--- src/whps_pkg.sv ---
// Shared types, constants and the arctangent table for the waypoint heading PD steering block.
`timescale 1ns / 1ps

package whps_pkg;

	// defaults for the top-level parameters
	localparam int CORDIC_STEPS_DEF = 16;
	localparam int ERROR_FRAC_DEF   = 8;

	// port widths
	localparam int POS_W    = 40;
	localparam int HEAD_W   = 16;
	localparam int GAIN_W   = 16;
	localparam int REM_W    = 9;                // |steer| < 360
	localparam int STEER_W  = REM_W + 1;
	localparam int APB_W    = 32;
	localparam int ADDR_W   = 3;
	localparam int REG_SEL_BIT = 2;

	// CORDIC datapath
	localparam int DIFF_W    = POS_W + 1;       // goal - pose
	localparam int XY_W      = 44;              // covers CORDIC gain on a 41-bit vector
	localparam int Z_W       = 64;              // radians, 60 fraction bits
	localparam int ROM_SIZE  = 32;
	localparam int ROM_IDX_W = 5;
	localparam int HEAD_SHIFT = 47;             // Q2.13 -> Q60
	localparam logic [63:0] PI_Q60 = 64'h3243F6A8885A308D;

	// radians to degrees
	localparam int RND_SHIFT = 30;
	localparam int M30_W     = 32;
	localparam int DEG_SCALE = 180;
	localparam int DEG_INT_W = 8;               // 180 fits in 8 bits
	localparam int ERR_INT_W = DEG_INT_W + 2;   // sign plus headroom for the error word
	localparam logic [M30_W-1:0] DEG_DEN  = PI_Q60[RND_SHIFT+M30_W-1:RND_SHIFT];
	localparam logic [M30_W-1:0] DEG_HALF = {1'b0, DEG_DEN[M30_W-1:1]};

	// PD law, rounding, saturation and the remainder by 360
	localparam int GAIN_FRAC = 8;
	localparam int SAT_MAX   = 32767;
	localparam int SAT_MIN   = -32768;
	localparam int MAG_W     = 16;
	localparam logic [MAG_W-1:0] SAT_NEG_MAG = 16'h8000;
	localparam int MOD_DIV     = 360;
	localparam int RECIP_SHIFT = 24;
	localparam logic [MAG_W-1:0] RECIP_MUL =
		16'(((1 << RECIP_SHIFT) + MOD_DIV - 1) / MOD_DIV);
	localparam int QUOT_W = 8;

	typedef enum logic {
		REG_PROP_GAIN  = 1'b0,
		REG_DERIV_GAIN = 1'b1
	} reg_idx_t;

	typedef logic [ROM_SIZE-1:0][Z_W-1:0] atan_tab_t;

	// bit-by-bit long division, elaboration only
	function automatic logic [63:0] long_div(input logic [63:0] num, input logic [63:0] den);
		logic [64:0] rem;
		logic [63:0] quo;
		rem = '0;
		quo = '0;
		for (int b = 63; b >= 0; b--) begin
			rem = {rem[63:0], num[b]};
			if (rem >= {1'b0, den}) begin
				rem    = rem - {1'b0, den};
				quo[b] = 1'b1;
			end
		end
		return quo;
	endfunction

	// atan(2^-i) in Q60 from the truncated arctangent series
	function automatic atan_tab_t build_atan_tab();
		atan_tab_t   tab;
		logic [63:0] sum;
		logic [63:0] term;
		int          sh;
		tab    = '0;
		tab[0] = PI_Q60 >> 2;
		for (int i = 1; i < ROM_SIZE; i++) begin
			sum = '0;
			for (int k = 0; k < 31; k++) begin
				sh = i * (2 * k + 1);
				if (sh <= 60) begin
					term = long_div(64'd1 << (60 - sh), 64'(2 * k + 1));
					if (k % 2 == 1) begin
						sum = sum - term;
					end else begin
						sum = sum + term;
					end
				end
			end
			tab[i] = sum;
		end
		return tab;
	endfunction

	localparam atan_tab_t ATAN_TAB = build_atan_tab();

endpackage

--- src/whps_deg.sv ---
// Bearing to degrees: magnitude rounding, scale by 180 and a reciprocal divide by pi.
`timescale 1ns / 1ps

module whps_deg
	import whps_pkg::*;
#(
	parameter int ERROR_FRAC_BITS = ERROR_FRAC_DEF
) (
	input  logic                  clk,
	input  logic                  arst_n,
	input  logic                  start,
	input  logic signed [Z_W-1:0] bearing,
	output logic                  done,
	output logic signed [ERROR_FRAC_BITS+ERR_INT_W-1:0] err
);

	localparam int Q_W     = ERROR_FRAC_BITS + DEG_INT_W;
	localparam int E_W     = ERROR_FRAC_BITS + ERR_INT_W;
	localparam int NUM_W   = M30_W + DEG_INT_W + ERROR_FRAC_BITS + 1;
	localparam int BMAG_W  = Z_W - 1;
	localparam int P_W     = 2 * M30_W;
	localparam int K_SHIFT = P_W - DEG_INT_W;
	localparam int RW      = M30_W + 2;
	localparam logic [BMAG_W-1:0] RND_HALF = BMAG_W'(1) << (RND_SHIFT - 1);
	// 180 / pi scaled by 2^K_SHIFT, fits 32 bits
	localparam logic [M30_W-1:0] DEG_RECIP =
		M30_W'((96'(DEG_SCALE) << K_SHIFT) / 96'(DEG_DEN));
	localparam logic [RW-1:0] DEN_R = RW'(DEG_DEN);

	typedef enum logic [2:0] {
		S_IDLE, S_RND, S_EST, S_REM, S_FIX_A, S_FIX_B, S_SIGN
	} state_t;

	state_t                  state_q;
	logic                    neg_q;
	logic [BMAG_W-1:0]       mag_q;
	logic [M30_W-1:0]        m30_q;
	logic [NUM_W-1:0]        num_q;
	logic [RW-1:0]           rem_q;
	logic [Q_W-1:0]          quo_q;
	logic signed [E_W-1:0]   err_q;
	logic                    done_q;

	logic [NUM_W-1:0]        num;
	logic [P_W-1:0]          est_p;
	logic                    fix_ge;
	logic signed [E_W-1:0]   quo_ext;

	// (m30 * 180) << frac, plus half the divisor for round half up
	assign num     = ((NUM_W'(m30_q) * NUM_W'(DEG_SCALE)) << ERROR_FRAC_BITS)
		+ NUM_W'(DEG_HALF);
	// quotient estimate is at most two below the rounded quotient
	assign est_p   = P_W'(m30_q) * P_W'(DEG_RECIP);
	assign fix_ge  = (rem_q >= DEN_R);
	assign quo_ext = signed'({2'b00, quo_q});

	always_ff @(posedge clk or negedge arst_n) begin
		if (!arst_n) begin
			state_q <= S_IDLE;
			done_q  <= 1'b0;
		end else begin
			done_q <= 1'b0;
			case (state_q)
				S_IDLE: begin
					if (start) begin
						neg_q   <= bearing[Z_W-1];
						mag_q   <= BMAG_W'(bearing[Z_W-1] ? -bearing : bearing);
						state_q <= S_RND;
					end
				end
				S_RND: begin
					m30_q   <= M30_W'((mag_q + RND_HALF) >> RND_SHIFT);
					state_q <= S_EST;
				end
				S_EST: begin
					quo_q   <= est_p[K_SHIFT-ERROR_FRAC_BITS+Q_W-1:K_SHIFT-ERROR_FRAC_BITS];
					num_q   <= num;
					state_q <= S_REM;
				end
				S_REM: begin
					rem_q   <= RW'(num_q - NUM_W'(quo_q) * NUM_W'(DEG_DEN));
					state_q <= S_FIX_A;
				end
				S_FIX_A, S_FIX_B: begin
					// two compare-and-subtract steps close the estimate gap
					if (fix_ge) begin
						rem_q <= rem_q - DEN_R;
						quo_q <= quo_q + 1'b1;
					end
					state_q <= (state_q == S_FIX_A) ? S_FIX_B : S_SIGN;
				end
				S_SIGN: begin
					err_q   <= neg_q ? -quo_ext : quo_ext;
					done_q  <= 1'b1;
					state_q <= S_IDLE;
				end
				default: state_q <= S_IDLE;
			endcase
		end
	end

	assign done = done_q;
	assign err  = err_q;

endmodule

--- config.mk ---
export PLATFORM = sky130hd
export DESIGN_NAME = whps_deg
export DESIGN_NICKNAME = d
export VERILOG_FILES = /design/src/whps_pkg.sv /design/src/whps_deg.sv
export SDC_FILE = /design/constraint.sdc
export NUM_CORES = 2
export LEC_CHECK = 0
export BUFFER_PORTS_ARGS = -buffer_cell sky130_fd_sc_hd__buf_2
export CORE_UTILIZATION = 65
export CTS_CLUSTER_DIAMETER = 30
export CTS_CLUSTER_SIZE = 24
export DETAILED_ROUTE_END_ITERATION = 16
export PLACE_DENSITY = 0.82
export SLEW_MARGIN = 10
export SYNTH_ARGS = -nofsm -noshare
export SYNTH_HDL_FRONTEND = slang
export SYNTH_SLANG_ARGS = --single-unit
--- constraint.sdc ---
create_clock -name clk -period 12.6 [get_ports clk]
set_input_delay 0 -clock clk [delete_from_list [all_inputs] [get_ports clk]]
set_output_delay 0 -clock clk [all_outputs]
set_load 0.1 [all_outputs]
# Word-level counts from Yosys, hierarchy flattened
# Cells that the tools add are included.
[totals]
register_bits = 201
latch_bits = 0
mem_bits_rw = 0
rom_bits = 0
input_bits = 67
out_inout_bits = 19
word_cells = 49
mem_count = 0
[op_classes]
n_addsub = 7
mul = 3
n_div = 0
order_cmp = 1
eq_ne = 8
shift = 0
muxes = 10
bitwise_logic = 0
n_reduce_logical = 10
[ops]
columns = ["operator", "n"]
rows = [
  ["34-bit case mux with 2 select lines", 1],
  ["32-bit by 32-bit multiplier with 64-bit output (second input constant)", 1],
  ["62-bit by 30-bit adder with 62-bit output (second input constant)", 1],
  ["62-bit 2-to-1 mux", 1],
  ["62-bit negation", 1],
  ["34-bit by 31-bit adder with 34-bit output (second input constant)", 1],
  ["34-bit by 32-bit >= comparator with 1-bit output (second input constant)", 1],
  ["34-bit 2-to-1 mux", 1],
  ["34-bit by 32-bit subtractor with 34-bit output (second input constant)", 1],
  ["34-bit subtractor", 1],
  ["16-bit by 31-bit multiplier with 33-bit output (second input constant)", 1],
  ["32-bit by 6-bit multiplier with 24-bit output (second input constant)", 1],
  ["16-bit 2-to-1 mux", 2],
  ["16-bit case mux with 2 select lines", 1],
  ["16-bit negation with 18-bit output", 1],
  ["16-bit by 1-bit adder with 16-bit output (second input constant)", 1],
  ["3-bit case mux with 5 select lines", 1],
  ["3-bit equality test (second input constant)", 3],
  ["3-bit AND reduction", 3],
  ["3-bit by 2-bit equality test with 1-bit output (second input constant)", 2],
  ["2-bit AND reduction", 3],
  ["2-bit != test (second input constant)", 2],
  ["2-bit nonzero test", 2],
  ["3-bit by 1-bit equality test with 1-bit output (second input constant)", 1],
  ["5 further kinds", 5],
]

# Depth between registers and ports, before layout
[depth]
depth_word = 4
ltp_mapped = 31
depth_no_buf = 30

# Worst setup path before layout
# Ideal clock, no wire load.
[synth_timing]
kind = "register to register"
startpoint = "reg quo_q[3]"
endpoint = "reg rem_q[32] (data pin)"
setup_ns = 0.273
t_arrival_ns = 7.716
t_required_ns = 12.327
slack_ns = 4.610
stages_incl_launch_ff = 30
path_buffers = 1
synth_period_minus_slack_ns = 7.990
cell_sequence = "edfxtp_1 clkbuf_1 inv_1 fa_1 inv_1 fa_1 fa_1 fa_1 fa_1 inv_1 fa_1 inv_1 ha_1 a21o_1 a21oi_1 o21ai_0 a21o_1 a21oi_1 xor2_1 ha_1 and3_1 and2_1 a221oi_1 nor2_1 a221o_1 o41ai_1 o21ai_0 a21oi_1 mux2i_1 a31oi_1"
[synth_via]
elab_chain_cells = 3
[synth_rtl]
columns = ["element", "line", "rtl"]
rows = [
  ["start, declared", "whps_deg.sv:40", "logic [Q_W-1:0] quo_q;"],
  ["start signal, assigned", "whps_deg.sv:76", "quo_q <= est_p[K_SHIFT-ERROR_FRAC_BITS+Q_W-1:K_SHIFT-ERROR_FRAC_BITS];"],
  ["start signal, assigned", "whps_deg.sv:88", "quo_q <= quo_q + 1'b1;"],
  ["16-bit by 31-bit multiplier with 33-bit output", "whps_deg.sv:81", "rem_q <= RW'(num_q - NUM_W'(quo_q) * NUM_W'(DEG_DEN));"],
  ["34-bit subtractor", "whps_deg.sv:81", ""],
  ["34-bit case mux with 2 select lines", "whps_deg.sv:63", "case (state_q)"],
  ["end signal, assigned", "whps_deg.sv:81", ""],
  ["end signal, assigned", "whps_deg.sv:87", "rem_q <= rem_q - DEN_R;"],
  ["end, declared", "whps_deg.sv:39", "logic [RW-1:0] rem_q;"],
]
# No other way between the ends.
# A chain may end at the register's enable or synchronous reset.

# Worst setup path in the final report
[layout_timing]
startpoint = "reg quo_q[2]"
endpoint = "reg rem_q[32] (data pin)"
# The elaborated chain is that of the path after synthesis.

==> reports/results.ini <==
[timing]
max_freq_ghz=0.111
fin_setup_tns_ns=0
slew_headroom_pct=26.7
drv_slew=0
finClkSkew_ns=0.0119
setup_viol=0
fin_crit_sh_pct=71.2
worst_pin_slew_ns=1.09
min_period_ns=8.97
hold_viol=0
rsz0062_at_grt=false

[synthesis]
synth_top_area_share_pct=33.0
synth_area_sq_um=33200
synthTopCellsByCount=inv_1 (849), ha_1 (598), fa_1 (546)
synth_nets=4445
synth.avg_cell_area_sq_um=10.3
ys_types=65
synthFlopType=edfxtp_1
async_flop_share_pct=2.48
ys_ff_latch=161
ys.warnings.count=0
synth_enable_flop_cells=157
synth_sequential_area_ratio_pct=14.5
synthTopCellsByArea=fa_1 (33%), ha_1 (23%), edfxtp_1 (14%)
syn_inst=3234
yosysMostFrequentCell=inv_1
synth_top_cell_by_area=fa_1

[detailed_routing]
route.vias.total=23300
firstDrtPassIters=5
drc=0
finalWirelength_mm=81.5
first_iter_violations=1526
antenna_left=0
viasPerCell=5.71
routedWlPerCell_microns=20.0

[min_path]
worstHoldEndpoint=neg_q$_DFFE_PP_
hold_class=in -> reg
hold_depth=1
min-delay-start=bearing[63]

[floorplanning]
initial_utilization_pct=66.0
fp.coreArea_sq_um=50300
die_w_microns=228
die_y_microns=228
io_pins=86
fp.dieArea_sq_um=51900
rows=82

[global_routing]
grt_pass1_wl_mm=132
grt_max_degree=40
grt_pass1_vias=25600
grt_use_total_pct=32.8
antenna_found_initial=1
overflow=0

[cells_and_area]
area_growth_pct=7.29
nets=4597
fillers=3607
drive_gt1_share_pct=4.71

[flow_run]
cap_violations=0

[cts]
cts-hold-fix-buffers=51
clock_path_buffers=2
cts_setup_buffers=0
tritoncts=built
ctsResizeCount=0
cts.clk_slew.worst_paths_ns=0.07
cts_buffers=17
clkSinkCount=161
htreeDepth=4
root_buffer=clkbuf_16
clock_latency_ns=0.50

[setup_path]
critical_path.most_common_cell=fa_1
path_buf_inv=4
critical_path.max_stage_delay_ns=0.72
cp-start-kind=flop
rr_worst_depth=28
path_class=reg -> reg
required_ns=12.83
cp_top_family=adder cells
end_kind=flop
reg2reg_from=quo_q[2]$_DFFE_PP_
r2r_setup_slack_ns=3.63
slowest_stage=fa_1
crit_arrival_ns=9.20
reg2reg_to=rem_q[32]$_DFFE_PP_
crit_fanout=9

[placed_design]
dp_hpwl_mm=66.8
port_buffers=84
gp_congestion=0.960

[status]
status=finished clean

==> through the flow <==
step | instances | hold WS (ns) | utilization [%] | area (sq um) | worst slack, ns
final | 4073 | 0.0572 | 70.8 | 35600 | 3.63
after global routing | 4072 | 0.0754 | 70.8 | 35600 | 3.19
after CTS | 4071 | 0.00894 | 70.8 | 35600 | 3.73
after detailed placement | 3988 | -0.150 | 68.7 | 34500 | 3.76
after global placement | 3988 | -0.157 | 68.7 | 34500 | 3.79
after floorplan | 3234 | -0.296 | - | 33200 | 4.61
==> flip-flops by register name (all words and copies together) (netlist names) <==
signal   count
neg_q        1
num_q       24
rem_q       33
m30_q       32
mag_q       33
err         18
done         1
quo_q       16
state_q      3
==> layer usage <==
| layer | wire length (microns) | track usage, % | part of all wire, % | up-vias |
|---|---|---|---|---|
| li1 | - | - | - | 10700 |
| met4 | 4050 | 16.7 | 5.0 | 0 |
| met3 | 5080 | 5.49 | 6.2 | 233 |
| met1 | 32100 | 40.3 | 39 | 11500 |
| met2 | 40300 | 56.0 | 49 | 865 |
| met5 | 0 | 0 | 0 | - |
==> worst max path at each step <==
stage	end	startpoint	depth (start not counted)
final	rem_q[32]$_DFFE_PP_	quo_q[2]$_DFFE_PP_	28
after global routing	rem_q[32]$_DFFE_PP_	quo_q[2]$_DFFE_PP_	28
after CTS	rem_q[32]$_DFFE_PP_	quo_q[2]$_DFFE_PP_	28
after detailed placement	rem_q[32]$_DFFE_PP_	quo_q[2]$_DFFE_PP_	28
after global placement	rem_q[32]$_DFFE_PP_	quo_q[2]$_DFFE_PP_	28
after floorplan	rem_q[32]$_DFFE_PP_	quo_q[3]$_DFFE_PP_	29
==> cells in the final DEF (no fill, tap or decap), types with 19 or more instances in the layout <==
cell and instances:
inv_1 849, ha_1 598, fa_1 546, xnor2_1 173, edfxtp_1 157, nand2_1 130, a21oi_1 114, nor2_1 94
o21ai_0 93, buf_2 84, xor2_1 66, dlygate4sd3_1 51, nand3_1 38, nor3_1 35, a21o_1 33, nand2b_1 23
buf_4 21, nand4_1 19
==> cell families after synthesis <==
family | share of synthesized area, %
compound gates | 7.00
xor+xnor | 6.38
buf+inv | 9.87
fa+ha+maj | 55.5
flops | 14.5
mux | 0.121
simple gates | 6.59
==> cell type report <==
type	count	area (sq um)	share of cell area, %
clock buffer	17	425	1.20
antenna	2	5.00	0.0141
multi-input combinational	2201	25100	70.5
sequential	161	4810	13.5
clock inverter	15	123	0.345
tap	672	841	2.36
timing repair buffer	156	1090	3.06
inverter	849	3190	8.96
Power is left out: the tool's default activity adds up to more than one toggle a clock period on the data nets, which glitch-free logic cannot reach.
