--- config.mk ---
export PLATFORM = sky130hd
export DESIGN_NAME = whps_cordic
export DESIGN_NICKNAME = d
export VERILOG_FILES = /design/src/whps_pkg.sv /design/src/whps_cordic.sv
export SDC_FILE = /design/constraint.sdc
export NUM_CORES = 2
export LEC_CHECK = 0
export ABC_AREA = 1
export ABC_CLOCK_PERIOD_IN_PS = 9200
export BUFFER_PORTS_ARGS = -buffer_cell sky130_fd_sc_hd__buf_2
export CAP_MARGIN = 10
export CORE_ASPECT_RATIO = 1.1
export CORE_MARGIN = 8
export CORE_UTILIZATION = 56
export CTS_BUF_LIST = sky130_fd_sc_hd__clkbuf_4 sky130_fd_sc_hd__clkbuf_8
export DETAILED_ROUTE_END_ITERATION = 8
export PLACE_DENSITY = 0.85
export SLEW_MARGIN = 0
export SYNTH_ARGS = -nofsm -noshare
export SYNTH_HDL_FRONTEND = slang
export SYNTH_SLANG_ARGS = --single-unit
--- constraint.sdc ---
create_clock -name clk -period 9.2 [get_ports clk]
set_clock_uncertainty 0.15 [all_clocks]
set_input_delay 0.46 -clock clk [delete_from_list [all_inputs] [get_ports clk]]
set_output_delay 0.46 -clock clk [all_outputs]
set_load 0.01 [all_outputs]
--- src/whps_pkg.sv ---
// Shared types, constants and the arctangent table for the waypoint heading PD steering block.
`timescale 1ns / 1ps

package whps_pkg;

	// defaults for the top-level parameters
	localparam int CORDIC_STEPS_DEF = 16;
	localparam int ERROR_FRAC_DEF   = 8;

	// port widths
	localparam int POS_W    = 40;
	localparam int HEAD_W   = 16;
	localparam int GAIN_W   = 16;
	localparam int REM_W    = 9;                // |steer| < 360
	localparam int STEER_W  = REM_W + 1;
	localparam int APB_W    = 32;
	localparam int ADDR_W   = 3;
	localparam int REG_SEL_BIT = 2;

	// CORDIC datapath
	localparam int DIFF_W    = POS_W + 1;       // goal - pose
	localparam int XY_W      = 44;              // covers CORDIC gain on a 41-bit vector
	localparam int Z_W       = 64;              // radians, 60 fraction bits
	localparam int ROM_SIZE  = 32;
	localparam int ROM_IDX_W = 5;
	localparam int HEAD_SHIFT = 47;             // Q2.13 -> Q60
	localparam logic [63:0] PI_Q60 = 64'h3243F6A8885A308D;

	// radians to degrees
	localparam int RND_SHIFT = 30;
	localparam int M30_W     = 32;
	localparam int DEG_SCALE = 180;
	localparam int DEG_INT_W = 8;               // 180 fits in 8 bits
	localparam int ERR_INT_W = DEG_INT_W + 2;   // sign plus headroom for the error word
	localparam logic [M30_W-1:0] DEG_DEN  = PI_Q60[RND_SHIFT+M30_W-1:RND_SHIFT];
	localparam logic [M30_W-1:0] DEG_HALF = {1'b0, DEG_DEN[M30_W-1:1]};

	// PD law, rounding, saturation and the remainder by 360
	localparam int GAIN_FRAC = 8;
	localparam int SAT_MAX   = 32767;
	localparam int SAT_MIN   = -32768;
	localparam int MAG_W     = 16;
	localparam logic [MAG_W-1:0] SAT_NEG_MAG = 16'h8000;
	localparam int MOD_DIV     = 360;
	localparam int RECIP_SHIFT = 24;
	localparam logic [MAG_W-1:0] RECIP_MUL =
		16'(((1 << RECIP_SHIFT) + MOD_DIV - 1) / MOD_DIV);
	localparam int QUOT_W = 8;

	typedef enum logic {
		REG_PROP_GAIN  = 1'b0,
		REG_DERIV_GAIN = 1'b1
	} reg_idx_t;

	typedef logic [ROM_SIZE-1:0][Z_W-1:0] atan_tab_t;

	// bit-by-bit long division, elaboration only
	function automatic logic [63:0] long_div(input logic [63:0] num, input logic [63:0] den);
		logic [64:0] rem;
		logic [63:0] quo;
		rem = '0;
		quo = '0;
		for (int b = 63; b >= 0; b--) begin
			rem = {rem[63:0], num[b]};
			if (rem >= {1'b0, den}) begin
				rem    = rem - {1'b0, den};
				quo[b] = 1'b1;
			end
		end
		return quo;
	endfunction

	// atan(2^-i) in Q60 from the truncated arctangent series
	function automatic atan_tab_t build_atan_tab();
		atan_tab_t   tab;
		logic [63:0] sum;
		logic [63:0] term;
		int          sh;
		tab    = '0;
		tab[0] = PI_Q60 >> 2;
		for (int i = 1; i < ROM_SIZE; i++) begin
			sum = '0;
			for (int k = 0; k < 31; k++) begin
				sh = i * (2 * k + 1);
				if (sh <= 60) begin
					term = long_div(64'd1 << (60 - sh), 64'(2 * k + 1));
					if (k % 2 == 1) begin
						sum = sum - term;
					end else begin
						sum = sum + term;
					end
				end
			end
			tab[i] = sum;
		end
		return tab;
	endfunction

	localparam atan_tab_t ATAN_TAB = build_atan_tab();

endpackage

--- src/whps_cordic.sv ---
// Iterative CORDIC vectoring unit: bearing of the goal offset minus heading, wrapped to (-pi, pi].
`timescale 1ns / 1ps

module whps_cordic
	import whps_pkg::*;
#(
	parameter int CORDIC_STEPS = CORDIC_STEPS_DEF
) (
	input  logic                     clk,
	input  logic                     arst_n,
	input  logic                     start,
	input  logic signed [DIFF_W-1:0] dx,
	input  logic signed [DIFF_W-1:0] dy,
	input  logic signed [HEAD_W-1:0] heading,
	output logic                     done,
	output logic signed [Z_W-1:0]    bearing
);

	localparam int N_ITER = (CORDIC_STEPS > ROM_SIZE) ? ROM_SIZE : CORDIC_STEPS;
	localparam int ITER_W = (N_ITER > 1) ? $clog2(N_ITER) : 1;
	localparam int B_W    = Z_W + 2;
	localparam logic signed [Z_W-1:0] PI_S     = PI_Q60;
	localparam logic signed [B_W-1:0] PI_B     = B_W'(PI_S);
	localparam logic signed [B_W-1:0] NEG_PI_B = -PI_B;
	localparam logic signed [B_W-1:0] TWO_PI_B = PI_B <<< 1;

	typedef enum logic [1:0] {S_IDLE, S_ROT, S_SUB, S_WRAP} state_t;

	state_t                   state_q;
	logic [ITER_W-1:0]        iter_q;
	logic signed [XY_W-1:0]   x_q, y_q;
	logic signed [Z_W-1:0]    z_q;
	logic signed [HEAD_W-1:0] head_q;
	logic                     zero_q;
	logic signed [B_W-1:0]    b_q;
	logic signed [Z_W-1:0]    bearing_q;
	logic                     done_q;

	logic signed [XY_W-1:0]   dx_ext, dy_ext, x_sh, y_sh;
	logic signed [Z_W-1:0]    atan_val;
	logic signed [B_W-1:0]    b_raw, b_wrap;

	assign dx_ext   = XY_W'(dx);
	assign dy_ext   = XY_W'(dy);
	assign x_sh     = x_q >>> iter_q;
	assign y_sh     = y_q >>> iter_q;
	assign atan_val = ATAN_TAB[ROM_IDX_W'(iter_q)];
	assign b_raw    = B_W'(z_q) - (B_W'(head_q) <<< HEAD_SHIFT);

	always_comb begin
		if (b_q > PI_B) begin
			b_wrap = b_q - TWO_PI_B;
		end else if (b_q <= NEG_PI_B) begin
			b_wrap = b_q + TWO_PI_B;
		end else begin
			b_wrap = b_q;
		end
	end

	always_ff @(posedge clk or negedge arst_n) begin
		if (!arst_n) begin
			state_q <= S_IDLE;
			iter_q  <= '0;
			done_q  <= 1'b0;
		end else begin
			done_q <= 1'b0;
			case (state_q)
				S_IDLE: begin
					if (start) begin
						zero_q <= (dx == '0) && (dy == '0);
						head_q <= heading;
						iter_q <= '0;
						// left half plane: turn the vector by pi first
						if (dx < 0) begin
							x_q <= -dx_ext;
							y_q <= -dy_ext;
							z_q <= (dy >= 0) ? PI_S : -PI_S;
						end else begin
							x_q <= dx_ext;
							y_q <= dy_ext;
							z_q <= '0;
						end
						state_q <= S_ROT;
					end
				end
				S_ROT: begin
					if (y_q >= 0) begin
						x_q <= x_q + y_sh;
						y_q <= y_q - x_sh;
						z_q <= z_q + atan_val;
					end else begin
						x_q <= x_q - y_sh;
						y_q <= y_q + x_sh;
						z_q <= z_q - atan_val;
					end
					iter_q <= iter_q + 1'b1;
					if (iter_q == ITER_W'(N_ITER - 1)) begin
						state_q <= S_SUB;
					end
				end
				S_SUB: begin
					b_q     <= b_raw;
					state_q <= S_WRAP;
				end
				S_WRAP: begin
					bearing_q <= zero_q ? '0 : Z_W'(b_wrap);
					done_q    <= 1'b1;
					state_q   <= S_IDLE;
				end
				default: state_q <= S_IDLE;
			endcase
		end
	end

	assign done    = done_q;
	assign bearing = bearing_q;

endmodule

After elaboration in Yosys (flattened, before gate mapping)
Memory sizes are Yosys's and may differ from the RTL's.
Cells that the tools add are included.
W data, S select, Z words.
{ "op_classes": {"n_addsub": 12, "order_cmp": 6, "eq_ne": 6, "n_shift": 2, "n_mux": 22, "reduce_logical": 11} }
{ "ops": {"columns": ["op", "count"], "rows": [
  ["$mux W64", 7],
  ["$mux W44", 6],
  ["$pmux W44 S2", 2],
  ["$pmux W64 S2", 1],
  ["$add A44 B44 Y44", 2],
  ["$neg A41 Y44", 2],
  ["$sshr A44 B4 Y44", 2],
  ["$sub A44 B44 Y44", 2],
  ["$logic_not A41 Y1", 2],
  ["$gt A65 B63 Y1 const B", 1],
  ["$le A65 B63 Y1 const B", 1],
  ["$sub A64 B63 Y65", 1],
  ["$add A64 B64 Y64", 1],
  ["$add A64 B64 Y64 const B", 1],
  ["$sub A64 B64 Y64", 1],
  ["$sub A64 B64 Y64 const B", 1],
  ["$ge A44 B1 Y1 const B", 1],
  ["$ge A41 B1 Y1 const B", 1],
  ["$lt A41 B1 Y1 const B", 1],
  ["$pmux W2 S4", 1],
  ["$pmux W4 S2", 1],
  ["$reduce_and A2 Y1", 4],
  ["$lt A4 B6 Y1 const B", 1],
  ["$reduce_and A3 Y1", 2],
  ["other kinds (11)", 14]
]} }
{ "totals": {"regBits": 305, "rom_bits": 1024, "in_bits": 101, "mem_count": 1} }
{ "memory_table": {"columns": ["name", "words", "word_bits", "rd", "rd_ports_with_merged_regs", "wr", "line_no", "source"], "rows": [
  ["(no name shown)", 16, 64, 1, 0, 0, "whps_cordic.sv:47", "assign atan_val = ATAN_TAB[ROM_IDX_W'(iter_q)];"]
]} }

Logic depth before layout (Yosys ltp)
{ "depth": {"ltp_word": 5, "depth_mapped": 37} }

Worst setup path after synthesis
No wires, ideal clock.
{ "synth_timing": {"path_type": "flip-flop to flip-flop", "startpoint": "register state_q[1]", "endpoint": "register x_q[0], enable pin", "setup_time_ns": 0.665, "arrival_ns": 7.409, "t_required_ns": 8.385, "setup_slack_ns": 0.976, "stages_incl_launch_ff": 7, "path_buffers": 0, "synth_period_minus_slack_ns": 8.224, "path_cell_list": "dfrtp_1 -> inv_1 -> ha_1 -> inv_1 -> o21ai_0 -> inv_1 -> nor2_1"} }
{ "synth_between": {"elab_chain_len": 3} }
{ "synth_lines": {"columns": ["element", "line_no", "source"], "rows": [
  ["start: declaration", "whps_cordic.sv:29", "state_t state_q;"],
  ["start signal: assignment", "whps_cordic.sv:62", "state_q <= S_IDLE;"],
  ["start signal: assignment", "whps_cordic.sv:83", "state_q <= S_ROT;"],
  ["start signal: assignment", "whps_cordic.sv:98", "state_q <= S_SUB;"],
  ["$eq A2 B1 Y1 / $logic_not A2 Y1 (equally long branches)", "whps_cordic.sv:67", "case (state_q)"],
  ["$reduce_bool A2 Y1 (no source line) / $ne A2 B2 Y1 (equally long branches)", null, null],
  ["$reduce_and A3 Y1 (no source line) (*)", null, null],
  ["end signal: assignment", "whps_cordic.sv:75", "x_q <= -dx_ext;"],
  ["end signal: assignment", "whps_cordic.sv:79", "x_q <= dx_ext;"],
  ["end signal: assignment", "whps_cordic.sv:88", "x_q <= x_q + y_sh;"],
  ["end: declaration", "whps_cordic.sv:31", "logic signed [XY_W-1:0] x_q, y_q;"]
]} }
Every way passes the cells marked *; elsewhere a longest branch is shown, timed or not.
A chain may end at the register's enable or synchronous reset.

Final worst setup path
{ "layout_timing": {"startpoint": "register iter_q[0]", "endpoint": "register z_q[52] (data pin)"} }
{ "layout_between": {"elab_chain_len": 5} }
{ "layout_lines": {"columns": ["element", "line_no", "source"], "rows": [
  ["start: declaration", "whps_cordic.sv:30", "logic [ITER_W-1:0] iter_q;"],
  ["start signal: assignment", "whps_cordic.sv:96", "iter_q <= iter_q + 1'b1;"],
  ["$mem_v2 Z16 W64 (*)", null, null],
  ["$mux W64 (not written as such) (*)", "whps_cordic.sv:47", null],
  ["$sub A64 B64 Y64 / $add A64 B64 Y64 (equally long branches)", "whps_cordic.sv:94, whps_cordic.sv:90", null],
  ["$mux W64 (*)", "whps_cordic.sv:87", "if (y_q >= 0) begin"],
  ["$pmux W64 S2 (*)", "whps_cordic.sv:67", null],
  ["end signal: assignment", "whps_cordic.sv:77", "z_q <= (dy >= 0) ? PI_S : -PI_S;"],
  ["end signal: assignment", "whps_cordic.sv:90", "z_q <= z_q + atan_val;"],
  ["end signal: assignment", "whps_cordic.sv:94", "z_q <= z_q - atan_val;"],
  ["end: declaration", "whps_cordic.sv:32", "logic signed [Z_W-1:0] z_q;"]
]} }
Every way passes the cells marked *; elsewhere a longest branch is shown, timed or not. The select of a mux whose other input is x is not followed.

==> results.yml <==
run_status:
  outcome: "finished, violations left"
  failed_checks: "capacitance limit"
clocking:
  cts.sinks: 305
  clk_pin_slew_ns: 0.07
  tritoncts: "built"
  clock_latency_ns: 0.72
  cts_buffers: 54
  cts-root-buf: "clkbuf_8"
  cts_max_level: 2
  cts.repair.resized: 0
  clock_path_buffers: 3
detailed_routing:
  ant_nets: 0
  via_count: 43600
  routed_wirelength_um: 152000
  routedWlPerCell_um: 20.7
  viasPerCell: 5.95
  route.detailed.drc: 0
  dr.pass1.iters: 8
  drtIter0Drc: 4351
setup_path:
  crit_fanout: 112
  reg2regPathDepth: 26
  cp-end-kind: "register"
  setup.worst_path.class: "reg2reg"
  crit_path_start_kind: "register"
  cp.arrival_ns: 7.43
  timing.rr.end: "z_q[52]$_DFFE_PP_"
  cp_data_required_time_ns: 9.62
  r2r-start: "iter_q[0]$_DFFE_PN0P_"
  rrSetupSlack_ns: 2.20
logic_synthesis:
  synth_cell_types: 65
  synthFlopType: "edfxtp_1"
  async_flop_share: 0.0230
  synth_edf_count: 298
  synth_area_leaders: "edfxtp_1, nand2_1, nand3_1, nor2_1, inv_1"
  syn-num-nets: 6582
  seq_area_frac_synth: 0.238
  synth_warnings: 0
  syn_inst: 6283
  avgSynthCellArea_um2: 6.11
  synth_top_area_cell: "edfxtp_1"
  synth_area_um2: 38400
  synth_top_area_frac: 0.233
  ys_ff_latch: 305
floorplan:
  core_area_um2: 67800
  die-area_um2: 77200
  fp.dieH_um: 291
  row_count: 100
  io_pins: 166
  die_w_um: 266
  start_util: 0.566
global_routing:
  grt_pass1_wl_um: 230000
  grt_pass1_vias: 41600
  grt_max_degree: 131
  grt_usage: 0.377
  gr-total-overflow: 0
  antenna_found_initial: 2
worst_hold_path:
  whs_path_depth: 3
  hold_path_class: "in2reg"
  min_from: "dx[31]"
  hold_path_end: "x_q[31]$_DFFE_PP_"
timing:
  layout_min_cycle_time_ns: 7.00
  max_freq_mhz: 143
  finalCritPeriodShare: 0.761
  slew_headroom: 0.0110
  setup_viol: 0
  slew_violations: 0
  final_hold_viol_count: 0
  worstMarginPinSlew_ns: 1.47
  rsz0062_at_grt: "false"
  tns_ns: 0
layout:
  nets: 6666
  area_growth_pct: 7.50
  drive_gt1_frac: 0.0599
placement:
  gp_congestion: 1.03
  io_buffers: 165
  hpwl_um: 120000
run:
  maxCapViolations: 1
[layer usage]
metal  track usage  share of wire  wire length (um)
met5             0              0                 0
met4         0.334           0.11             16300
met3        0.0573          0.070             10700
met2         0.655           0.48             72400
met1         0.391           0.35             52400
[registers in the layout (all words and copies together) (netlist names)]
signal,cells
b_q,65
bearing,64
done,1
head_q,16
iter_q,4
state_q,2
x_q,44
y_q,44
z_q,64
zero_q,1
[per-stage QoR]
step | cell area [um2] | instances | setup slack (ns) | hold WS, ns | util
final | 41300 | 7326 | 2.20 | 0.0250 | 0.608
after global routing | 41300 | 7325 | 1.61 | 0.0304 | 0.608
after CTS | 41300 | 7324 | 2.34 | 0.00163 | 0.608
after detailed placement | 39600 | 7190 | 2.33 | 0.246 | 0.584
after global placement | 39600 | 7190 | 2.45 | 0.250 | 0.584
after floorplan | 38400 | 6283 | 0.976 | 0.0144 | -
[Yosys cell counts (all sizes together), types with 7 or more instances]
master  number
a21boi      13
a21o        27
a21oi      514
a31oi       60
and2        11
buf        128
clkbuf      80
dfrtp        7
edfxtp     298
ha         194
inv        773
nand2     1607
nand3      599
nand4       76
nor2       792
nor3       112
nor4        48
o211ai      17
o21a        15
o21ai      560
o21bai      30
o22ai       17
o31ai        8
or2         19
xnor2       59
xor2       163
[final cells by class]
type                       count  area, um2
antenna                        2       5.00
clock buffer                  62        828
clock inverter                33        419
fill                        6761      26600
inverter                     775       2920
multi-input combinational   4995      25300
sequential                   305       9130
tap                          918       1150
timing repair buffer         236       1470
[cells in the final DEF, fill, tap and decap left out, types with 8 or more instances in the layout]
master,Yosys,layout
a21boi_0,12,12
a21o_1,27,27
a21oi_1,504,504
a21oi_2,10,10
a31oi_1,60,60
and2_1,10,10
buf_2,63,165
buf_4,25,31
bufinv_16,0,9
clkbuf_8,0,58
clkinv_1,2,10
clkinv_2,0,10
dlygate4sd3_1,0,39
edfxtp_1,298,298
ha_1,194,193
inv_1,760,755
inv_2,11,14
nand2_1,1599,1597
nand2_2,8,9
nand3_1,596,596
nand4_1,76,76
nor2_1,781,780
nor3_1,106,106
nor4_1,47,47
o211ai_1,15,15
o21a_1,15,15
o21ai_0,481,481
o21ai_1,60,60
o21ai_2,19,19
o21bai_1,30,30
o22ai_1,17,17
o31ai_1,8,8
or2_2,13,13
xnor2_1,59,59
xor2_1,163,163
[repair_timing]
action	4_1_cts	5_1_grt
hold buffers	39	0
endpoints found under the hold margin	45	0
buffers inserted	0	0
[logic make-up after synthesis]
group / count (synthesis) / share of synthesized area
compound gates: 1293 / 0.184
xor+xnor: 222 / 0.0507
fa+ha+maj: 198 / 0.0653
buf+inv: 983 / 0.103
flops: 305 / 0.238
mux: 1 / 0.000261
simple gates: 3281 / 0.359
[how the worst max path moves through the flow]
| stage | startpoint | end | slack, ns | cells past startpoint |
|---|---|---|---|---|
| 2_1_floorplan | state_q[1]$_DFFE_PN0P_ | x_q[0]$_DFFE_PP_ | 0.98 | 6 |
| 6_report | iter_q[0]$_DFFE_PN0P_ | z_q[52]$_DFFE_PP_ | 2.20 | 26 |
| 3_5_place_dp | iter_q[0]$_DFFE_PN0P_ | z_q[48]$_DFFE_PP_ | 2.33 | 25 |
| 3_3_place_gp | iter_q[0]$_DFFE_PN0P_ | z_q[48]$_DFFE_PP_ | 2.45 | 25 |
| 5_1_grt | iter_q[0]$_DFFE_PN0P_ | z_q[52]$_DFFE_PP_ | 1.61 | 25 |
| 4_1_cts | iter_q[0]$_DFFE_PN0P_ | z_q[52]$_DFFE_PP_ | 2.34 | 26 |
[worst max-delay path: stages, from the launching register on]
cell and delay, ns:
dfrtp_4 1.09, inv_4 0.55, ha_1 0.53, nor2_1 0.29, inv_1 0.10, a22oi_1 0.32
ha_1 0.21, inv_1 0.05, nor2_1 0.17, nand3_1 0.11, or2_1 0.23, o21ai_0 0.18
xor2_1 0.18, inv_1 0.06, ha_1 0.35, nand2_1 0.19, nor2_1 0.09, nand2_1 0.06
and2_0 0.10, o21ai_0 0.14, a21boi_0 0.83, o21ai_0 0.30, a21oi_1 0.27, o21ai_0 0.10
nand2_1 0.06, nand3_1 0.07, nand2_1 0.10
Power is not shown: default switching activity piles up to over one toggle a cycle in this logic, so the estimate is an artifact.
