[src/whps_pkg.sv]
// Shared types, constants and the arctangent table for the waypoint heading PD steering block.
`timescale 1ns / 1ps

package whps_pkg;

	// defaults for the top-level parameters
	localparam int CORDIC_STEPS_DEF = 16;
	localparam int ERROR_FRAC_DEF   = 8;

	// port widths
	localparam int POS_W    = 40;
	localparam int HEAD_W   = 16;
	localparam int GAIN_W   = 16;
	localparam int REM_W    = 9;                // |steer| < 360
	localparam int STEER_W  = REM_W + 1;
	localparam int APB_W    = 32;
	localparam int ADDR_W   = 3;
	localparam int REG_SEL_BIT = 2;

	// CORDIC datapath
	localparam int DIFF_W    = POS_W + 1;       // goal - pose
	localparam int XY_W      = 44;              // covers CORDIC gain on a 41-bit vector
	localparam int Z_W       = 64;              // radians, 60 fraction bits
	localparam int ROM_SIZE  = 32;
	localparam int ROM_IDX_W = 5;
	localparam int HEAD_SHIFT = 47;             // Q2.13 -> Q60
	localparam logic [63:0] PI_Q60 = 64'h3243F6A8885A308D;

	// radians to degrees
	localparam int RND_SHIFT = 30;
	localparam int M30_W     = 32;
	localparam int DEG_SCALE = 180;
	localparam int DEG_INT_W = 8;               // 180 fits in 8 bits
	localparam int ERR_INT_W = DEG_INT_W + 2;   // sign plus headroom for the error word
	localparam logic [M30_W-1:0] DEG_DEN  = PI_Q60[RND_SHIFT+M30_W-1:RND_SHIFT];
	localparam logic [M30_W-1:0] DEG_HALF = {1'b0, DEG_DEN[M30_W-1:1]};

	// PD law, rounding, saturation and the remainder by 360
	localparam int GAIN_FRAC = 8;
	localparam int SAT_MAX   = 32767;
	localparam int SAT_MIN   = -32768;
	localparam int MAG_W     = 16;
	localparam logic [MAG_W-1:0] SAT_NEG_MAG = 16'h8000;
	localparam int MOD_DIV     = 360;
	localparam int RECIP_SHIFT = 24;
	localparam logic [MAG_W-1:0] RECIP_MUL =
		16'(((1 << RECIP_SHIFT) + MOD_DIV - 1) / MOD_DIV);
	localparam int QUOT_W = 8;

	typedef enum logic {
		REG_PROP_GAIN  = 1'b0,
		REG_DERIV_GAIN = 1'b1
	} reg_idx_t;

	typedef logic [ROM_SIZE-1:0][Z_W-1:0] atan_tab_t;

	// bit-by-bit long division, elaboration only
	function automatic logic [63:0] long_div(input logic [63:0] num, input logic [63:0] den);
		logic [64:0] rem;
		logic [63:0] quo;
		rem = '0;
		quo = '0;
		for (int b = 63; b >= 0; b--) begin
			rem = {rem[63:0], num[b]};
			if (rem >= {1'b0, den}) begin
				rem    = rem - {1'b0, den};
				quo[b] = 1'b1;
			end
		end
		return quo;
	endfunction

	// atan(2^-i) in Q60 from the truncated arctangent series
	function automatic atan_tab_t build_atan_tab();
		atan_tab_t   tab;
		logic [63:0] sum;
		logic [63:0] term;
		int          sh;
		tab    = '0;
		tab[0] = PI_Q60 >> 2;
		for (int i = 1; i < ROM_SIZE; i++) begin
			sum = '0;
			for (int k = 0; k < 31; k++) begin
				sh = i * (2 * k + 1);
				if (sh <= 60) begin
					term = long_div(64'd1 << (60 - sh), 64'(2 * k + 1));
					if (k % 2 == 1) begin
						sum = sum - term;
					end else begin
						sum = sum + term;
					end
				end
			end
			tab[i] = sum;
		end
		return tab;
	endfunction

	localparam atan_tab_t ATAN_TAB = build_atan_tab();

endpackage

[src/whps_pd.sv]
// PD law on the degree error with one shared multiplier, rounding, saturation and remainder by 360.
`timescale 1ns / 1ps

module whps_pd
	import whps_pkg::*;
#(
	parameter int ERROR_FRAC_BITS = ERROR_FRAC_DEF
) (
	input  logic                      clk,
	input  logic                      arst_n,
	input  logic                      start,
	input  logic signed [ERROR_FRAC_BITS+ERR_INT_W-1:0] err,
	input  logic signed [GAIN_W-1:0]  prop_gain,
	input  logic signed [GAIN_W-1:0]  deriv_gain,
	output logic                      done,
	output logic signed [STEER_W-1:0] steer,
	output logic                      locked
);

	localparam int E_W    = ERROR_FRAC_BITS + ERR_INT_W;
	localparam int DE_W   = E_W + 1;
	localparam int PROD_W = GAIN_W + DE_W;
	localparam int ACC_W  = PROD_W + 1;
	localparam int FB     = GAIN_FRAC + ERROR_FRAC_BITS;
	localparam int SH_W   = ACC_W - FB;
	localparam int RP_W   = 2 * MAG_W;
	localparam logic signed [ACC_W-1:0] RND_HALF = ACC_W'(1) <<< (FB - 1);
	localparam logic signed [ACC_W-1:0] ONE_M1   = (ACC_W'(1) <<< FB) - ACC_W'(1);
	localparam logic signed [E_W-1:0]   LOCK_POS = E_W'(2) <<< ERROR_FRAC_BITS;
	localparam logic signed [E_W-1:0]   LOCK_NEG = -LOCK_POS;
	localparam logic signed [SH_W-1:0]  SAT_HI   = SH_W'(SAT_MAX);
	localparam logic signed [SH_W-1:0]  SAT_LO   = SH_W'(SAT_MIN);

	typedef enum logic [3:0] {
		S_IDLE, S_MUL_D, S_SUM, S_HALF, S_TRUNC, S_SAT, S_RECIP, S_REM, S_SIGN
	} state_t;

	state_t                     state_q;
	logic signed [E_W-1:0]      prev_q;
	logic signed [DE_W-1:0]     diff_q;
	logic signed [PROD_W-1:0]   prod_q;
	logic signed [ACC_W-1:0]    acc_q;
	logic                       neg_q;
	logic [MAG_W-1:0]           mag_q;
	logic [QUOT_W-1:0]          quot_q;
	logic [REM_W-1:0]           rem_q;
	logic signed [STEER_W-1:0]  steer_q;
	logic                       locked_q;
	logic                       done_q;

	logic signed [GAIN_W-1:0]   mul_a;
	logic signed [DE_W-1:0]     mul_b;
	logic signed [PROD_W-1:0]   mul_p;
	logic signed [SH_W-1:0]     sh_v;
	logic [RP_W-1:0]            recip_p;
	logic signed [STEER_W-1:0]  rem_ext;

	// proportional term on the start cycle, derivative term after
	assign mul_a   = (state_q == S_IDLE) ? prop_gain : deriv_gain;
	assign mul_b   = (state_q == S_IDLE) ? DE_W'(err) : diff_q;
	assign mul_p   = PROD_W'(mul_a) * PROD_W'(mul_b);
	assign sh_v    = SH_W'(acc_q >>> FB);
	assign recip_p = RP_W'(mag_q) * RP_W'(RECIP_MUL);
	assign rem_ext = signed'({1'b0, rem_q});

	always_ff @(posedge clk or negedge arst_n) begin
		if (!arst_n) begin
			state_q <= S_IDLE;
			prev_q  <= '0;
			done_q  <= 1'b0;
		end else begin
			done_q <= 1'b0;
			case (state_q)
				S_IDLE: begin
					if (start) begin
						prod_q   <= mul_p;
						diff_q   <= DE_W'(err) - DE_W'(prev_q);
						prev_q   <= err;
						locked_q <= (err >= LOCK_NEG) && (err <= LOCK_POS);
						state_q  <= S_MUL_D;
					end
				end
				S_MUL_D: begin
					acc_q   <= ACC_W'(prod_q);
					prod_q  <= mul_p;
					state_q <= S_SUM;
				end
				S_SUM: begin
					acc_q   <= acc_q + ACC_W'(prod_q);
					state_q <= S_HALF;
				end
				S_HALF: begin
					acc_q   <= acc_q + RND_HALF;
					state_q <= S_TRUNC;
				end
				S_TRUNC: begin
					// bias negatives so the shift truncates toward zero
					acc_q   <= acc_q + ((acc_q < 0) ? ONE_M1 : '0);
					state_q <= S_SAT;
				end
				S_SAT: begin
					neg_q <= (sh_v < 0);
					if (sh_v < SAT_LO) begin
						mag_q <= SAT_NEG_MAG;
					end else if (sh_v < 0) begin
						mag_q <= MAG_W'(-sh_v);
					end else if (sh_v > SAT_HI) begin
						mag_q <= MAG_W'(SAT_MAX);
					end else begin
						mag_q <= MAG_W'(sh_v);
					end
					state_q <= S_RECIP;
				end
				S_RECIP: begin
					quot_q  <= recip_p[RECIP_SHIFT+QUOT_W-1:RECIP_SHIFT];
					state_q <= S_REM;
				end
				S_REM: begin
					rem_q   <= REM_W'(mag_q - MAG_W'(quot_q) * MAG_W'(MOD_DIV));
					state_q <= S_SIGN;
				end
				S_SIGN: begin
					steer_q <= neg_q ? -rem_ext : rem_ext;
					done_q  <= 1'b1;
					state_q <= S_IDLE;
				end
				default: state_q <= S_IDLE;
			endcase
		end
	end

	assign done   = done_q;
	assign steer  = steer_q;
	assign locked = locked_q;

endmodule

[config.mk]
export PLATFORM = sky130hd
export DESIGN_NAME = whps_pd
export DESIGN_NICKNAME = d
export VERILOG_FILES = /design/src/whps_pkg.sv /design/src/whps_pd.sv
export SDC_FILE = /design/constraint.sdc
export NUM_CORES = 1
export LEC_CHECK = 0
export ABC_AREA = 0
export BUFFER_PORTS_ARGS = -buffer_cell sky130_fd_sc_hd__buf_2
export CORE_MARGIN = 3
export CORE_UTILIZATION = 38
export CTS_CLUSTER_SIZE = 28
export DETAILED_ROUTE_END_ITERATION = 12
export PLACE_DENSITY = 0.57
export SLEW_MARGIN = 20
export SYNTH_ARGS = -nofsm -noshare
export SYNTH_HDL_FRONTEND = slang
export SYNTH_SLANG_ARGS = --single-unit
[constraint.sdc]
create_clock -name clk -period 9.89 [get_ports clk]
set_input_delay 0 -clock clk [delete_from_list [all_inputs] [get_ports clk]]
set_output_delay 0 -clock clk [all_outputs]
set_load 0.02 [all_outputs]
# Word-level counts from Yosys, hierarchy flattened
# Cells that the tools add are included.
[word_totals] reg_bits=158 in_bits=53
[op_classes] addsub=7 mul=3 magnitude_cmp=6 eq_ne=9 muxes=12 reduce_logical=12
[op_table] operator="36-bit case mux with 4 select lines" count=1
[op_table] operator="35-bit case mux with 2 select lines" count=1
[op_table] operator="16-bit two-way mux" count=4
[op_table] operator="36-bit by 16-bit adder with 36-bit output" count=1
[op_table] operator="36-bit by 17-bit adder with 36-bit output, second input constant" count=1
[op_table] operator="36-bit by 35-bit adder with 36-bit output" count=1
[op_table] operator="36-bit by 1-bit less-than comparator with 1-bit output, second input constant" count=1
[op_table] operator="16-bit by 19-bit multiplier with 35-bit output" count=1
[op_table] operator="35-bit two-way mux" count=1
[op_table] operator="4-bit case mux with 8 select lines" count=1
[op_table] operator="16-bit by 14-bit multiplier with 30-bit output, second input constant" count=1
[op_table] operator="20-bit by 16-bit greater-than comparator with 1-bit output, second input constant" count=1
[op_table] operator="20-bit by 1-bit less-than comparator with 1-bit output, second input constant" count=1
[op_table] operator="20-bit by 16-bit less-than comparator with 1-bit output, second input constant" count=1
[op_table] operator="19-bit two-way mux" count=1
[op_table] operator="18-bit by 18-bit subtractor with 19-bit output" count=1
[op_table] operator="18-bit by 10-bit >= comparator with 1-bit output, second input constant" count=1
[op_table] operator="18-bit by 11-bit <= comparator with 1-bit output, second input constant" count=1
[op_table] operator="4-bit by 3-bit == test with 1-bit output, second input constant" count=4
[op_table] operator="16-bit negator" count=1
[op_table] operator="2-bit AND reduction" count=6
[op_table] operator="9-bit negator with 10-bit output" count=1
[op_table] operator="9-bit two-way mux" count=1
[op_table] operator="9-bit subtractor" count=1
[op_table] operator="12 further kinds" count=14

# Depth between registers and ports, before layout
[depth] word_depth=5 ltp_mapped=30

# Least setup slack after synthesis
# OpenSTA, ideal clock, no wires.
[synth_timing] kind="flip-flop to flip-flop" start="register state_q[0]" end="register prod_q[32] (data pin)" setup_ns=0.262 arrival_ns=7.971 t_required_ns=9.628 path_slack_ns=1.657 stages_incl_launch_ff=30 synth_period_minus_slack_ns=8.233 path_cell_list="dfrtp_1 -> clkbuf_1 -> nor4_2 -> buf_2 -> mux2i_1 -> clkbuf_1 -> nor2_1 -> fa_1 -> inv_1 -> fa_1 -> inv_1 -> fa_1 -> inv_1 -> fa_1 -> inv_1 -> fa_1 -> inv_1 -> fa_1 -> inv_1 -> ha_1 -> and4_1 -> and2_0 -> o211a_1 -> or4_4 -> a31oi_1 -> a311oi_1 -> o21a_1 -> o21ai_0 -> a21oi_1 -> xor2_1"
[synth_between] elab_chain_cells=5 elab_cells_between_ends=7 classes_between="mul (1); eq/ne (1); mux (4); reduce/logical (1)"
[synth_lines] element="start, declared" line_no="whps_pd.sv:38" rtl="state_t state_q;"
[synth_lines] element="start signal, assigned" line_no="whps_pd.sv:68" rtl="state_q <= S_IDLE;"
[synth_lines] element="start signal, assigned" line_no="whps_pd.sv:80" rtl="state_q <= S_MUL_D;"
[synth_lines] element="start signal, assigned" line_no="whps_pd.sv:86" rtl="state_q <= S_SUM;"
[synth_lines] element="4-bit zero test (*)" line_no="whps_pd.sv:59, whps_pd.sv:60"
[synth_lines] element="16-bit two-way mux / 19-bit two-way mux (equally long branches)" line_no="whps_pd.sv:59, whps_pd.sv:60"
[synth_lines] element="16-bit by 19-bit multiplier with 35-bit output (*)" line_no="whps_pd.sv:61" rtl="assign mul_p = PROD_W'(mul_a) * PROD_W'(mul_b);"
[synth_lines] element="net mul_p[32]" line_no="whps_pd.sv:53" rtl="logic signed [PROD_W-1:0] mul_p;"
[synth_lines] element="35-bit two-way mux" line_no="whps_pd.sv:75" rtl="if (start) begin"
[synth_lines] element="35-bit case mux with 2 select lines (*)" line_no="whps_pd.sv:73" rtl="case (state_q)"
[synth_lines] element="end signal, assigned" line_no="whps_pd.sv:76" rtl="prod_q <= mul_p;"
[synth_lines] element="end signal, assigned" line_no="whps_pd.sv:85" rtl="prod_q <= mul_p;"
[synth_lines] element="end, declared" line_no="whps_pd.sv:41" rtl="logic signed [PROD_W-1:0] prod_q;"
# The timed path passes the listed nets; every way through them passes the cells marked *. The select of a mux whose other input is x is not followed.
# A chain may end at the register's enable or synchronous reset.

# Worst setup path in the final report
[layout_timing] start="register state_q[3]" end="register prod_q[32] (data pin)"
# Same word-level chain as after synthesis.

==> summary.txt <==
Yosys
  • Largest area contributor in the netlist: fa_1
  • Top post-synthesis cells by area: fa_1 (28%), edfxtp_1 (16%), ha_1 (14%)
  • Post-synthesis async set-or-reset flop share: 14.7%
  • Yosys top cell area share: 28.4%
  • Average size of a mapped cell: 9.17 um^2
  • Ys Warns: 0
  • Synthesized cell area: 25400 um^2
  • Yosys cell types: 83
  • Number of synthesized flops with an enable pin: 133
  • Synthesized Nets: 3462
  • Post-Synthesis Cells: 2773
  • Number of synthesized register bits: 156
  • Primary flip-flop cell chosen by synthesis mapping: edfxtp_1
  • Sequential-to-total area share from yosys stat: 18.0%

Clock tree
  • CTS buffer count: 17
  • Root buf cell: clkbuf_16
  • Post-CTS Setup Repair Bufs: 0
  • Clock tree buffer depth: 2
  • Reg clk slew, reported paths: 0.09 ns
  • CTS H-tree depth: 4
  • Worst-Skew Late Latency: 0.49 ns
  • PostCTS Resize Cnt: 0
  • # hold bufs at CTS: 20
  • Clock tree sinks: 156
  • CTS tree: built

Floorplanning
  • Starting Density: 38.6%
  • Die area: 70100 um^2
  • Die span in y: 265 um
  • DIE WIDTH: 265 um
  • Row count: 94
  • I/O Pins: 65
  • Core area: 66000 um^2

Placed design
  • Placer Congestion: 0.954
  • IO Port Bufs: 64
  • Final HPWL DP: 54900 um
  • Dpl cell area: 26900 um^2

Route
  • Post-DRT Antenna Nets: 0
  • Drt first pass iters: 6
  • 1st-iter DRT viols: 1299
  • Via Count: 19200
  • Final WL: 67500 um
  • DR WL/cell: 18.2 um
  • Via density per instance: 5.17
  • DRC: 0

Worst setup path
  • RR Endpoint: prod_q[32]$_DFFE_PP_
  • Crit path top cell by count: fa_1
  • R2R cell count: 25
  • CP Data Arrival Time: 9.19 ns
  • R2R Setup Slk: 0.94 ns
  • CP endpoint kind: flop
  • Critical path class: reg -> reg
  • Peak fanout along the critical path: 24
  • Critical Path RT: 10.13 ns
  • CP Launch Type: flop
  • Reg-to-Reg Start: state_q[3]$_DFFE_PN0P_
  • CP max stage delay: 0.81 ns
  • CP max stage cell: mux2i_1

Global routing
  • Vias in the first global route: 20500
  • GRT Total Usage: 20.0%
  • Global route total overflow: 0
  • Largest net degree at the start of global routing: 40
  • Antenna violations before repair: 1
  • Global-route wire length before repair: 111000 um

Final layout
  • Fin util: 41.9%
  • Register Area: 4570 um^2
  • Most common cell after layout, fill and taps aside: inv_1
  • Final Instance Area: 27700 um^2
  • P&R area growth vs syn: 8.77%
  • Final #Nets: 3527
  • Area of the multi-input gates: 18500 um^2
  • ANT cells: 0
  • Fillers: 6429
  • Commonest non-fill, non-tap cells in the layout: inv_1 (557), fa_1 (361), nand2_1 (334)
  • Share of layout cells above drive strength 1: 6.42%

Run status
  • Status: finished clean

Timing
  • Maximum clock rate: 112 MHz
  • Final period utilization: 90.5%
  • Final count of pins violating max slew: 0
  • Fin Setup TNS: 0 ns
  • Final Hold Fails: 0
  • Final setup vio count: 0
  • Slew headroom: 26.2%
  • RSZ-0062 raised after global routing: false
  • Worst Tran Pin Value: 1.08 ns
  • Min cycle time layout: 8.95 ns
  • Clock Skew: 0.0203 ns
  • Worst hold slack: 0.0573 ns

Flow run
  • Number of max-cap violations: 0

Min path
  • Hold Crit Class: in -> async
-- area by class of cell --
class                           count  share of cell area, %
Sequential cell                   156                   16.5
Clock inverter                     15                  0.642
Timing Repair Buffer              123                   2.98
Clock buffer                       17                   1.54
Tap cell                          864                   3.91
Multi-Input combinational cell   1983                   66.9
Inverter                          557                   7.56
-- worst max path at each step --
stage / startpoint / to / slack (ns) / depth (start not counted)
after global placement: state_q[2]$_DFFE_PN0P_ / prod_q[34]$_DFFE_PP_ / 1.02 / 27
after global routing: state_q[2]$_DFFE_PN0P_ / prod_q[32]$_DFFE_PP_ / 0.55 / 27
after floorplan: state_q[0]$_DFFE_PN0P_ / prod_q[32]$_DFFE_PP_ / 1.66 / 29
final: state_q[3]$_DFFE_PN0P_ / prod_q[32]$_DFFE_PP_ / 0.94 / 25
after CTS: state_q[2]$_DFFE_PN0P_ / prod_q[34]$_DFFE_PP_ / 0.93 / 27
after detailed placement: state_q[2]$_DFFE_PN0P_ / prod_q[34]$_DFFE_PP_ / 0.95 / 27
-- critical path: cells and delay by family (launching register included) --
family	cells	cell delay [ns]
flip-flops	1	0.56
multiplexers	1	0.81
XOR/XNOR	1	0.15
AND/OR/NAND/NOR	5	1.83
buffers and inverters	5	0.47
AO/OA/AOI/OAI	6	1.36
adder cells (fa/ha/maj)	7	3.47
-- cells in the mapped netlist, drive strengths merged, types with 9 or more instances --
cell,number
nor2b,16
mux2,18
a21oi,94
o21bai,14
o21ai,78
nor3,36
xor2,44
edfxtp,133
a22oi,13
o21a,17
a31oi,11
nor2,242
a21o,47
nand2b,17
fa,361
o211ai,11
and2,14
nand4,15
a211oi,19
ha,275
mux2i,34
dfrtp,23
o31ai,13
and3,10
inv,557
xnor2,104
or3,14
nor4,9
nand3,26
nand2,334
a222oi,11
clkbuf,69
-- routing by layer --
metal / share of wire (%) / GRT usage, % / vias up
met3: 5.2 / 2.86 / 103
met5: 0 / 0 / -
met2: 46 / 33.1 / 550
li1: - / - / 9097
met1: 46 / 27.3 / 9462
met4: 2.5 / 6.09 / 0
-- kinds of logic after synthesis --
group                      after synthesis  share of synthesized area, %
muxes                                   52                          2.13
and+or+nand+nor                        760                          12.9
xor gates and xnor gates               148                          5.10
DFF                                    156                          18.0
buffers and inverters                  634                          9.44
AOI/OAI and AO/OA                      387                          10.5
adders and majority gates              636                          41.9
-- stage by stage --
| stage | setup slack (ns) | instances |
|---|---|---|
| global route | 0.546 | 3715 |
| global placement | 1.02 | 3663 |
| CTS | 0.932 | 3715 |
| detailed placement | 0.954 | 3663 |
| floorplan | 1.66 | 2773 |
| finish | 0.944 | 3715 |
-- registers in the layout, indices dropped and copies added, names as in the netlist --
| signal | flops |
|---|---|
| prev_q | 18 |
| neg_q | 1 |
| prod_q | 35 |
| steer | 10 |
| mag_q | 16 |
| locked | 1 |
| diff_q | 19 |
| acc_q | 36 |
| quot_q | 6 |
| state_q | 4 |
| done | 1 |
| rem_q | 9 |
Power is left out: the tool's default activity adds up to more than one toggle a clock period on the data nets, which glitch-free logic cannot reach.
